$ cat src/hdl/lpsm_pkg.sv
package lpsm_pkg;

    localparam logic [1:0] CMD_MIX   = 2'd0;
    localparam logic [1:0] CMD_WRITE = 2'd1;
    localparam logic [1:0] CMD_READ  = 2'd2;

    localparam logic [5:0]  IDX_HIGHLIGHT = 6'h3e;
    localparam logic [5:0]  IDX_SHADOW    = 6'h3f;
    localparam logic [15:0] WORD_MASK     = 16'h0eee;

    typedef struct packed {
        logic [5:0] index;
        logic       shadow;
        logic       highlight;
    } t_mix;

    function automatic logic [7:0] level(input logic [2:0] code);
        logic [7:0] v;
        unique case (code)
            3'd0: v = 8'd0;
            3'd1: v = 8'd36;
            3'd2: v = 8'd73;
            3'd3: v = 8'd109;
            3'd4: v = 8'd146;
            3'd5: v = 8'd182;
            3'd6: v = 8'd219;
            3'd7: v = 8'd255;
            default: v = 8'd0;
        endcase
        return v;
    endfunction

endpackage

$ cat src/hdl/layer_priority_shadow_mixer_top.sv
// Layer mixer: one beat per cycle in, passing through registered stages for layer select,
// color RAM read, and level expansion and shading, with each stage
// stalling only when the stage after it is full. A write beat occupies the RAM stage
// and yields no result; a read beat returns the stored word; unused commands are
// dropped. The 64-entry color RAM does one access per beat and reads as black until
// an entry is written.
module layer_priority_shadow_mixer_top (
    input  logic        i_clk,
    input  logic        i_rst_n,

    input  logic        psel,
    input  logic        penable,
    input  logic        pwrite,
    input  logic [2:0]  paddr,
    input  logic [31:0] pwdata,
    output logic [31:0] prdata,
    output logic        pready,

    input  logic        i_in_valid,
    output logic        o_in_ready,
    input  logic [1:0]  i_cmd,
    input  logic [5:0]  i_back_color,
    input  logic        i_back_priority,
    input  logic [5:0]  i_front_color,
    input  logic        i_front_priority,
    input  logic [5:0]  i_sprite_color,
    input  logic        i_sprite_priority,
    input  logic [5:0]  i_entry_index,
    input  logic [15:0] i_entry_word,

    output logic        o_out_valid,
    input  logic        i_out_ready,
    output logic [7:0]  o_red,
    output logic [7:0]  o_green,
    output logic [7:0]  o_blue,
    output logic [5:0]  o_chosen_index,
    output logic        o_is_shadowed,
    output logic        o_is_highlighted,
    output logic [11:0] o_read_word
);

    function automatic logic [7:0] shade(input logic [7:0] v, input logic sh,
                                         input logic hl);
        logic [7:0] r;
        r = v;
        if (sh) begin
            r = {1'b0, v[7:1]};
        end else if (hl) begin
            r = v + {1'b0, ~v[7:1]};
        end
        return r;
    endfunction

    logic [5:0]  r_backdrop;
    logic        r_shade_en;
    logic        cfg_wr;

    logic        in_accept;
    logic        ready2;
    logic        ready3;
    lpsm_pkg::t_mix mix;
    logic [15:0] masked_word;

    logic        r_s1_valid;
    logic        r_s1_is_write;
    logic        r_s1_is_read;
    logic [5:0]  r_s1_addr;
    logic [8:0]  r_s1_wdata;
    logic        r_s1_shadow;
    logic        r_s1_highlight;

    logic [8:0]  r_ram [64];
    logic [63:0] r_ent_vld;

    logic        r_s2_valid;
    logic        r_s2_is_read;
    logic [5:0]  r_s2_index;
    logic        r_s2_shadow;
    logic        r_s2_highlight;
    logic [8:0]  r_s2_ram;
    logic        r_s2_hit;
    logic [8:0]  entry;

    logic        r_s3_valid;
    logic [7:0]  r_s3_red;
    logic [7:0]  r_s3_green;
    logic [7:0]  r_s3_blue;
    logic [5:0]  r_s3_index;
    logic        r_s3_shadow;
    logic        r_s3_highlight;
    logic [11:0] r_s3_read_word;

    assign pready = 1'b1;
    assign cfg_wr = psel && penable && pwrite && pready;
    assign prdata = paddr[2] ? {31'd0, r_shade_en} : {26'd0, r_backdrop};

    always_ff @(posedge i_clk) begin
        if (!i_rst_n) begin
            r_backdrop <= 6'd0;
            r_shade_en <= 1'b0;
        end else if (cfg_wr) begin
            if (paddr[2]) begin
                r_shade_en <= pwdata[0];
            end else begin
                r_backdrop <= pwdata[5:0];
            end
        end
    end

    lpsm_mix u_mix (
        .i_backdrop        (r_backdrop),
        .i_shade_en        (r_shade_en),
        .i_back_color      (i_back_color),
        .i_back_priority   (i_back_priority),
        .i_front_color     (i_front_color),
        .i_front_priority  (i_front_priority),
        .i_sprite_color    (i_sprite_color),
        .i_sprite_priority (i_sprite_priority),
        .o_mix             (mix)
    );

    assign ready3     = !r_s3_valid || i_out_ready;
    assign ready2     = !r_s2_valid || ready3;
    assign o_in_ready = !r_s1_valid || ready2;
    assign in_accept  = i_in_valid && o_in_ready;
    assign masked_word = i_entry_word & lpsm_pkg::WORD_MASK;

    always_ff @(posedge i_clk) begin
        if (!i_rst_n) begin
            r_s1_valid <= 1'b0;
        end else if (o_in_ready) begin
            r_s1_valid <= in_accept && (i_cmd == lpsm_pkg::CMD_MIX
                          || i_cmd == lpsm_pkg::CMD_WRITE || i_cmd == lpsm_pkg::CMD_READ);
        end
    end

    always_ff @(posedge i_clk) begin
        if (o_in_ready) begin
            r_s1_is_write  <= (i_cmd == lpsm_pkg::CMD_WRITE);
            r_s1_is_read   <= (i_cmd == lpsm_pkg::CMD_READ);
            r_s1_addr      <= (i_cmd == lpsm_pkg::CMD_MIX) ? mix.index : i_entry_index;
            r_s1_wdata     <= {masked_word[11:9], masked_word[7:5], masked_word[3:1]};
            r_s1_shadow    <= mix.shadow;
            r_s1_highlight <= mix.highlight;
        end
    end

    always_ff @(posedge i_clk) begin
        if (ready2 && r_s1_valid && r_s1_is_write) begin
            r_ram[r_s1_addr] <= r_s1_wdata;
        end
        if (ready2) begin
            r_s2_ram <= r_ram[r_s1_addr];
        end
    end

    always_ff @(posedge i_clk) begin
        if (!i_rst_n) begin
            r_ent_vld  <= 64'd0;
            r_s2_valid <= 1'b0;
        end else begin
            if (ready2 && r_s1_valid && r_s1_is_write) begin
                r_ent_vld[r_s1_addr] <= 1'b1;
            end
            if (ready2) begin
                r_s2_valid <= r_s1_valid && !r_s1_is_write;
            end
        end
    end

    always_ff @(posedge i_clk) begin
        if (ready2) begin
            r_s2_is_read   <= r_s1_is_read;
            r_s2_index     <= r_s1_addr;
            r_s2_shadow    <= r_s1_shadow;
            r_s2_highlight <= r_s1_highlight;
            r_s2_hit       <= r_ent_vld[r_s1_addr];
        end
    end

    assign entry = r_s2_hit ? r_s2_ram : 9'd0;

    always_ff @(posedge i_clk) begin
        if (!i_rst_n) begin
            r_s3_valid <= 1'b0;
        end else if (ready3) begin
            r_s3_valid <= r_s2_valid;
        end
    end

    always_ff @(posedge i_clk) begin
        if (ready3) begin
            if (r_s2_is_read) begin
                r_s3_red       <= 8'd0;
                r_s3_green     <= 8'd0;
                r_s3_blue      <= 8'd0;
                r_s3_index     <= 6'd0;
                r_s3_shadow    <= 1'b0;
                r_s3_highlight <= 1'b0;
                r_s3_read_word <= {entry[8:6], 1'b0, entry[5:3], 1'b0, entry[2:0], 1'b0};
            end else begin
                r_s3_red       <= shade(lpsm_pkg::level(entry[2:0]), r_s2_shadow,
                                        r_s2_highlight);
                r_s3_green     <= shade(lpsm_pkg::level(entry[5:3]), r_s2_shadow,
                                        r_s2_highlight);
                r_s3_blue      <= shade(lpsm_pkg::level(entry[8:6]), r_s2_shadow,
                                        r_s2_highlight);
                r_s3_index     <= r_s2_index;
                r_s3_shadow    <= r_s2_shadow;
                r_s3_highlight <= r_s2_highlight;
                r_s3_read_word <= 12'd0;
            end
        end
    end

    assign o_out_valid      = r_s3_valid;
    assign o_red            = r_s3_red;
    assign o_green          = r_s3_green;
    assign o_blue           = r_s3_blue;
    assign o_chosen_index   = r_s3_index;
    assign o_is_shadowed    = r_s3_shadow;
    assign o_is_highlighted = r_s3_highlight;
    assign o_read_word      = r_s3_read_word;

`ifndef NO_ASSERTIONS
    a_shade_exclusive: assert property (@(posedge i_clk) disable iff (!i_rst_n)
        o_out_valid |-> !(o_is_shadowed && o_is_highlighted))
        else $error("Shadow and highlight are both set on one beat.");

    a_read_fields_zero: assert property (@(posedge i_clk) disable iff (!i_rst_n)
        (o_out_valid && o_read_word != 12'd0) |-> (o_red == 8'd0 && o_green == 8'd0
        && o_blue == 8'd0 && o_chosen_index == 6'd0 && !o_is_shadowed))
        else $error("A read result carries pixel fields.");

    a_write_no_result: assert property (@(posedge i_clk) disable iff (!i_rst_n)
        (r_s1_valid && r_s1_is_write && ready2) |=> !r_s2_valid)
        else $error("A write beat reached the output stage.");
`endif

endmodule

$ cat src/hdl/lpsm_mix.sv
module lpsm_mix (
    input  logic [5:0]          i_backdrop,
    input  logic                i_shade_en,
    input  logic [5:0]          i_back_color,
    input  logic                i_back_priority,
    input  logic [5:0]          i_front_color,
    input  logic                i_front_priority,
    input  logic [5:0]          i_sprite_color,
    input  logic                i_sprite_priority,
    output lpsm_pkg::t_mix      o_mix
);

    logic [5:0] color;
    logic       pri;
    logic       spr;
    logic       lp;
    logic       b_on;
    logic       f_on;
    logic       s_on;

    always_comb begin
        b_on = (i_back_color != 6'd0);
        f_on = (i_front_color != 6'd0);
        s_on = (i_sprite_color != 6'd0);
        color = i_backdrop;
        pri = 1'b0;
        spr = 1'b0;
        lp = 1'b0;
        if (b_on && !i_back_priority) begin
            color = i_back_color; pri = 1'b0; spr = 1'b0;
        end
        if (f_on && !i_front_priority) begin
            color = i_front_color; pri = 1'b0; spr = 1'b0;
        end
        if (s_on && !i_sprite_priority) begin
            color = i_sprite_color; pri = 1'b0; spr = 1'b1;
        end
        if (b_on && i_back_priority) begin
            color = i_back_color; pri = 1'b1; spr = 1'b0;
        end
        if (f_on && i_front_priority) begin
            color = i_front_color; pri = 1'b1; spr = 1'b0;
        end
        if (s_on && i_sprite_priority) begin
            color = i_sprite_color; pri = 1'b1; spr = 1'b1;
        end

        o_mix.shadow = 1'b0;
        o_mix.highlight = 1'b0;
        if (i_shade_en) begin
            o_mix.shadow = !pri;
            if (spr && i_sprite_color == lpsm_pkg::IDX_HIGHLIGHT) begin
                o_mix.highlight = 1'b1;
                o_mix.shadow = 1'b0;
                color = i_backdrop;
                if (b_on) begin
                    color = i_back_color;
                    lp = i_back_priority;
                end
                if (f_on && ((i_front_priority >= lp) || (color == i_backdrop))) begin
                    color = i_front_color;
                end
            end else if (spr && i_sprite_color == lpsm_pkg::IDX_SHADOW) begin
                o_mix.shadow = 1'b1;
                o_mix.highlight = 1'b0;
                color = i_backdrop;
                if (b_on) begin
                    color = i_back_color;
                end
                if (f_on) begin
                    color = i_front_color;
                end
            end
        end
        o_mix.index = color;
    end

endmodule
$ cat config.mk
export PLATFORM = sky130hd
export DESIGN_NAME = layer_priority_shadow_mixer_top
export DESIGN_NICKNAME = d
export VERILOG_FILES = /design/src/hdl/lpsm_pkg.sv /design/src/hdl/layer_priority_shadow_mixer_top.sv /design/src/hdl/lpsm_mix.sv
export SDC_FILE = /design/constraint.sdc
export NUM_CORES = 1
export LEC_CHECK = 0
export BUFFER_PORTS_ARGS = -buffer_cell sky130_fd_sc_hd__buf_2
export CAP_MARGIN = 20
export CORE_MARGIN = 4
export CORE_UTILIZATION = 40
export DETAILED_ROUTE_END_ITERATION = 10
export MAX_ROUTING_LAYER = met4
export SLEW_MARGIN = 20
export SYNTH_ARGS = -nofsm -noshare
export SYNTH_HDL_FRONTEND = slang
export SYNTH_SLANG_ARGS = --single-unit
export TNS_END_PERCENT = 100
$ cat constraint.sdc
create_clock -name i_clk -period 2.65 [get_ports i_clk]
set_input_delay 0.265 -clock i_clk [delete_from_list [all_inputs] [get_ports i_clk]]
set_output_delay 0.265 -clock i_clk [all_outputs]
set_load 0.05 [all_outputs]
==> results of run 1 <==
-- cells in the final DEF (no fill, tap or decap), types with 12 or more instances in the layout --
master	netlist	final
a211oi_1	15	12
a21o_1	13	13
a21oi_1	66	60
a221oi_1	54	45
a22o_1	13	13
a22oi_1	134	127
a31oi_1	19	17
and3_1	16	14
buf_12	0	30
buf_2	36	100
buf_4	38	261
clkbuf_1	50	16
clkbuf_16	0	78
clkinv_1	0	18
conb_1	2	30
dfxtp_1	74	74
dlygate4sd3_1	0	24
edfxtp_1	655	655
inv_1	27	27
mux2_2	37	37
mux2i_1	49	48
mux4_2	35	35
nand2_1	104	100
nand3_1	15	15
nor2_1	130	126
nor2b_1	33	33
o21a_1	67	67
o21ai_0	33	31
xnor2_1	14	14
-- sequential cells by signal, summed over array words and instances, names as in the netlist, 6 cells and up --
register and count:
r_s2_index 6, r_ent_vld 64, r_s1_wdata 9, o_red 8, r_backdrop 6, o_green 8
o_chosen_index 6, r_s2_ram 9, r_ram 576, o_blue 8, o_read_word 9, r_s1_addr 6
-- area by class of cell --
type | instances | share of cell area, %
clock buffer | 91 | 5.31
antenna | 1 | 0.00691
timing repair buffer | 425 | 9.63
tap | 959 | 3.31
clock inverter | 46 | 1.21
multi-input combinational | 1046 | 21.9
sequential | 729 | 58.4
inverter | 27 | 0.280
-- routing by layer --
layer	global-route usage [%]	wire, um	part of all wire, %
met5	-	0	0
met2	36.2	42500	48
met3	3.01	6980	7.9
met1	31.1	36400	41
met4	7.72	2730	3.1
-- worst paths after layout --
| check | startpoint | end | slack [ps] | cells past startpoint |
|---|---|---|---|---|
| min reg2reg | r_s1_is_read | r_s2_is_read | 420 | 0 |
| max | r_s1_addr[0] | r_s2_ram[6] | -40 | 8 |
| min | penable | r_shade_en | 70 | 4 |
| max reg2reg | r_s1_addr[0] | r_s2_ram[6] | -40 | 8 |
-- kinds of logic (layout without fill, tap and decap cells) --
family	after synthesis	in the layout	synth area share, %
other cells	2	31	0.0255
mux	122	122	5.79
flops	729	729	71.8
compound gates	509	509	12.7
buf+inv	164	589	2.85
simple gates	354	354	5.62
xor+xnor	19	19	0.565
fa+ha+maj	12	12	0.586
-- worst min-delay path: stages --
cell and delay, ps:
buf_2 110, nand4_1 110, mux2i_1 80, nor2b_1 100
-- stage by stage --
stage                     setup TNS, ps  instance area [sq um]
after CTS                         -48.5                  35900
after global routing               -704                  36200
after floorplan                  -10760                  29600
after global placement            -1200                  33100
after detailed placement          -1690                  33100
final                              -142                  36200
-- what timing repair did --
item                       CTS  global route
setup buffers                5             6
pin swaps                   14            14
gates cloned                 0             4
resized for setup           34            41
hold buffers                24             0
hold endpoints to repair    23             0
setup endpoints to repair   14            20
-- power by group through the flow --
stage | clock network [mW] | registers, mW | logic [mW]
floorplan | 0 | 13.1 | 1.13
global placement | 0 | 13.0 | 2.35
detailed placement | 0 | 13.0 | 2.37
CTS | 10.4 | 12.7 | 2.45
global route | 10.9 | 12.7 | 2.68
finish | 10.2 | 12.7 | 2.56
==> results.toml, run 1 <==
[status]
status = "complete, but fails checks"
violations = "setup timing"

[sta]
finClkSkew_ps = 30.1
hold_viol_final = 0
finalCriticalPeriod_ps = 2690
rsz0062_at_grt = "true"
setup_violations = 7
finalCritPeriodShare_pct = 102
hold_slack_ps = 70.8
worst_slew_pin_slew_ps = 1120
maxSlewViolCount = 0
relSlewSlack_pct = 25.6
setup_ws_ps = -44.1
fmax_mhz = 371

[floorplan]
die_x_um = 279
die_h_um = 279
ios = 166
core_sq_mm = 0.0730
start_util_pct = 40.4
design.die.area_sq_mm = 0.0780
rows = 99

[logic_synthesis]
synth_area_leader_cell = "edfxtp_1"
syn_inst = 1911
synth.cell_area_sq_mm = 0.0295
syn-mean-instance-area_sq_um = 15.4
synth_area_leaders = "edfxtp_1 67%, dfxtp_1 5.0%, a22oi_1 3.4%"
yosys_most_used_dff = "edfxtp_1"
synth_edf_count = 655
ys_seq_area_share_pct = 71.8
synthTopCellsByCount = "655 x edfxtp_1, 134 x a22oi_1, 130 x nor2_1, 104 x nand2_1, 74 x dfxtp_1"
async_flop_share_pct = 0
yosysWarnings = 0
yosys.area.top_type_share_pct = 66.8
ys_seq_elements = 729
yosysMostFrequentCell = "edfxtp_1"
synthDistinctLibCells = 78

[power_and_ir_drop]
p_comb_share_pct = 10.1
pwr-share-clk_pct = 40.0
power.switching_mw = 6.17
power_mw = 25.5
ir_drop_uv = 540
p_leak_nw = 12.8
power.density_mw_per_mm2 = 703
internal_power_mw = 19.3
netSwitchingFraction_pct = 24.2
p_seq_share_pct = 49.9

[routing]
drtPass1Iterations = 6
vias = 19295
viasPerCell = 5.80
routedWlPerCell_um = 26.7
drtIter0Drc = 2269
drc_errors = 0
totalWireLength_um = 88700
ant_nets = 0

[placement]
gp_congestion = 0.935
placed_cells_incl_taps = 3148
post-place-ws_ps = -411
dp_hpwl_um = 58400
port_buffers = 100

[final_layout]
fillers = 6099
stdcell_count = 3324
fin_nets = 2402
postLayoutCoreUtil_pct = 49.7
drive_gt1_share_pct = 27.5
seqCellArea_sq_mm = 0.0212
syn_to_final_growth_pct = 23.0
multi_input_area_sq_mm = 0.00793

[critical_path]
cpPeakStageDelay_ps = 580
path_cells = "buf_12 > buf_6 > mux4_2 > mux2i_1 > nor2_1 > or4_4 > nor4_4 > o21ai_1"
cp_data_required_time_ps = 3030
cp_top_family = "simple AND/OR/NAND/NOR gates"
critPathSlowestCell = "or4_4"
arrival_ps = 3080
worstSetupStartpointType = "flip-flop"
critical_path_buf_inv_count = 2
cp-end-kind = "flip-flop"
crit_type = "flip-flop to flip-flop"
critical_path.max_fanout = 15

[grt]
overflow = 0
grt_max_degree = 65
grt_usage_pct = 22.9
antenna_found_initial = 1
grt_pass1_wl_um = 129000
grt_pass1_vias = 19172

[clocking]
clk_path_buf_depth = 3
clk_latency_ps = 650
tritoncts = "done"
cts.clk_slew.worst_paths_ps = 70
numCtsBuffers = 74
cts_root_buf = "clkbuf_16"
cts_sinks = 729
htreeDepth = 3

[flow_run]
maxCapViolCount = 0

[worst_hold_path]
hold_class = "primary input to flip-flop"
No activity file was read; power rests on OpenSTA's default activity.
==> inputs of run 2 (changes only) <==
==> constraint.sdc (replaced) <==
create_clock -name i_clk -period 2.65 [get_ports i_clk]
set_input_delay 0.265 -clock i_clk [delete_from_list [all_inputs] [get_ports i_clk]]
set_output_delay 0.265 -clock i_clk [all_outputs]
set_load 0.1 [all_outputs]
==> results.toml, run 2 (same netlist as run 1, synthesis figures left out) <==
[power_and_ir_drop]
p_seq_share_pct = 49.3
internal_power_mw = 19.5
ir_drop_uv = 559
power.density_mw_per_mm2 = 700
netSwitchingFraction_pct = 24.3
pwr-share-clk_pct = 39.6
p_leak_nw = 13.1
p_comb_share_pct = 11.1
power.switching_mw = 6.28

[grt]
antenna_found_initial = 1
grt_pass1_vias = 19098
grt_max_degree = 75
overflow = 0
grt_pass1_wl_um = 128000
grt_usage_pct = 22.7

[critical_path]
worstSetupStartpointType = "flip-flop"
r2r_start = "r_s1_addr[0]"
cp-end-kind = "flip-flop"
crit_end = "r_s2_ram[2]"
path_cells = "buf_6 > buf_12 > nor2b_1 > a221o_1 > a222oi_1 > buf_4 > o22ai_2 > or4_4"
arrival_ps = 3200
reg2reg_setup_slack_ps = -190
cp_top_family = "compound AO/OA/AOI/OAI gates"
cp-startpoint = "r_s1_addr[0]"
critical_path_buf_inv_count = 3
r2r_cells = 8
crit_type = "flip-flop to flip-flop"
cp_data_required_time_ps = 3010
critical_path.max_fanout = 15
r2r_end = "r_s2_ram[2]"
critPathSlowestCell = "a222oi_1"
crit_cells = 8
cpPeakStageDelay_ps = 500

[status]
status = "complete, but fails checks"
violations = "setup timing"

[clocking]
numCtsBuffers = 74
clk_latency_ps = 640
cts_root_buf = "clkbuf_16"
tritoncts = "done"
htreeDepth = 3
cts.clk_slew.worst_paths_ps = 60
clk_path_buf_depth = 3
cts_sinks = 729

[sta]
rsz0062_at_grt = "true"
fmax_mhz = 353
finalCriticalPeriod_ps = 2840
setup_ws_ps = -187
setup_tns_ps = -386
relSlewSlack_pct = 25.1
hold_viol_final = 0
setup_violations = 4
finalCritPeriodShare_pct = 107
worst_slew_pin_slew_ps = 1120
finClkSkew_ps = 40.7
maxSlewViolCount = 0

[placement]
post-place-ws_ps = -237
port_buffers = 100
dp_hpwl_um = 59200
gp_congestion = 0.908

[final_layout]
fillers = 6030
final_cell_mix = "655 x edfxtp_1, 299 x buf_4, 121 x a22oi_1, 120 x nor2_1"
syn_to_final_growth_pct = 25.0
largest_register_ff_count = 576
regMostFlops = "r_ram"
layout_top_registers = "r_ram x576, r_ent_vld x64"
fin_nets = 2453
layout_commonest_cell = "edfxtp_1"
drive_gt1_share_pct = 30.3
diodes = 0
postLayoutCoreUtil_pct = 50.5

[floorplan]
die_x_um = 279
die_h_um = 279
core_sq_mm = 0.0730
ios = 166
start_util_pct = 40.4
design.die.area_sq_mm = 0.0780
rows = 99

[routing]
top_layer = "met4"
routedWlPerCell_um = 26.1
totalWireLength_um = 88200
vias = 19338
drt-met1-wl_um = 36900
drtIter0Drc = 2093
routed-wl-met3_um = 6160
drc_errors = 0
ant_nets = 0
drtPass1Iterations = 5
wl_met2_um = 42500
viasPerCell = 5.73

[flow_run]
maxCapViolCount = 0

[worst_hold_path]
hold_class = "primary input to flip-flop"
run 2: changes by cell type in the layout (fill, tap and decap cells not counted), sizes merged:
| cell | delta |
|---|---|
| buf | +55 |
| clkbuf | +15 |
| bufinv | -3 |
| clkinv | -15 |
| diode | -1 |
| inv | -1 |
run 2: metal layers:
layer,up-vias,GRT usage [%]
li1,8444,-
met1,9942,30.4
met2,811,35.9
met3,141,3.30
met4,0,7.86
met5,-,-
run 2: how the worst min path moves through the flow:
stage	startpoint	end	slack (ps)	depth (start not counted)
finish	pwrite	r_shade_en	70	4
global placement	r_s1_is_read	r_s2_is_read	400	0
detailed placement	r_s1_highlight	r_s2_highlight	410	0
global route	pwrite	r_shade_en	70	4
CTS	penable	r_shade_en	30	4
floorplan	i_entry_word[1]	r_s1_wdata[0]	360	0
run 2: layout make-up:
type / count / area [sq um] / area share (%)
clock buffer: 110 / 2150 / 5.85
clock inverter: 27 / 234 / 0.636
inverter: 27 / 101 / 0.275
multi-input combinational: 1046 / 8060 / 21.9
sequential: 729 / 21200 / 57.5
tap: 959 / 1200 / 3.26
timing repair buffer: 476 / 3910 / 10.6
run 2: worst reg2reg max path, stage by stage, from the launching register on:
cell	delay, ps
edfxtp_1	410
buf_6	170
buf_12	160
nor2b_1	190
a221o_1	360
a222oi_1	500
buf_4	210
o22ai_2	60
or4_4	500
run 2: power by group through the flow:
stage	combinational [mW]	clock [mW]	sequential, mW
floorplan	1.23	0	13.2
global placement	2.62	0	13.0
detailed placement	2.64	0	13.0
CTS	2.73	10.4	12.7
global route	2.98	10.9	12.7
finish	2.86	10.2	12.7
run 2: repair_timing:
action,CTS,global route
buffers inserted,8,12
endpoints found under the hold margin,23,0
hold buffers,24,0
pin swaps,11,34
gates resized for setup,38,76
endpoints found under the setup margin,12,51
run 2: stage by stage:
stage / std cells / power (mW) / instance area (sq um) / hold WS, ps
global route: 3374 / 26.6 / 36800 / 66.9
floorplan: 1939 / 14.4 / 29600 / 364
CTS: 3364 / 25.8 / 36400 / 26.4
detailed placement: 3195 / 15.6 / 33500 / 410
finish: 3374 / 25.8 / 36800 / 69.9
global placement: 3195 / 15.6 / 33500 / 404
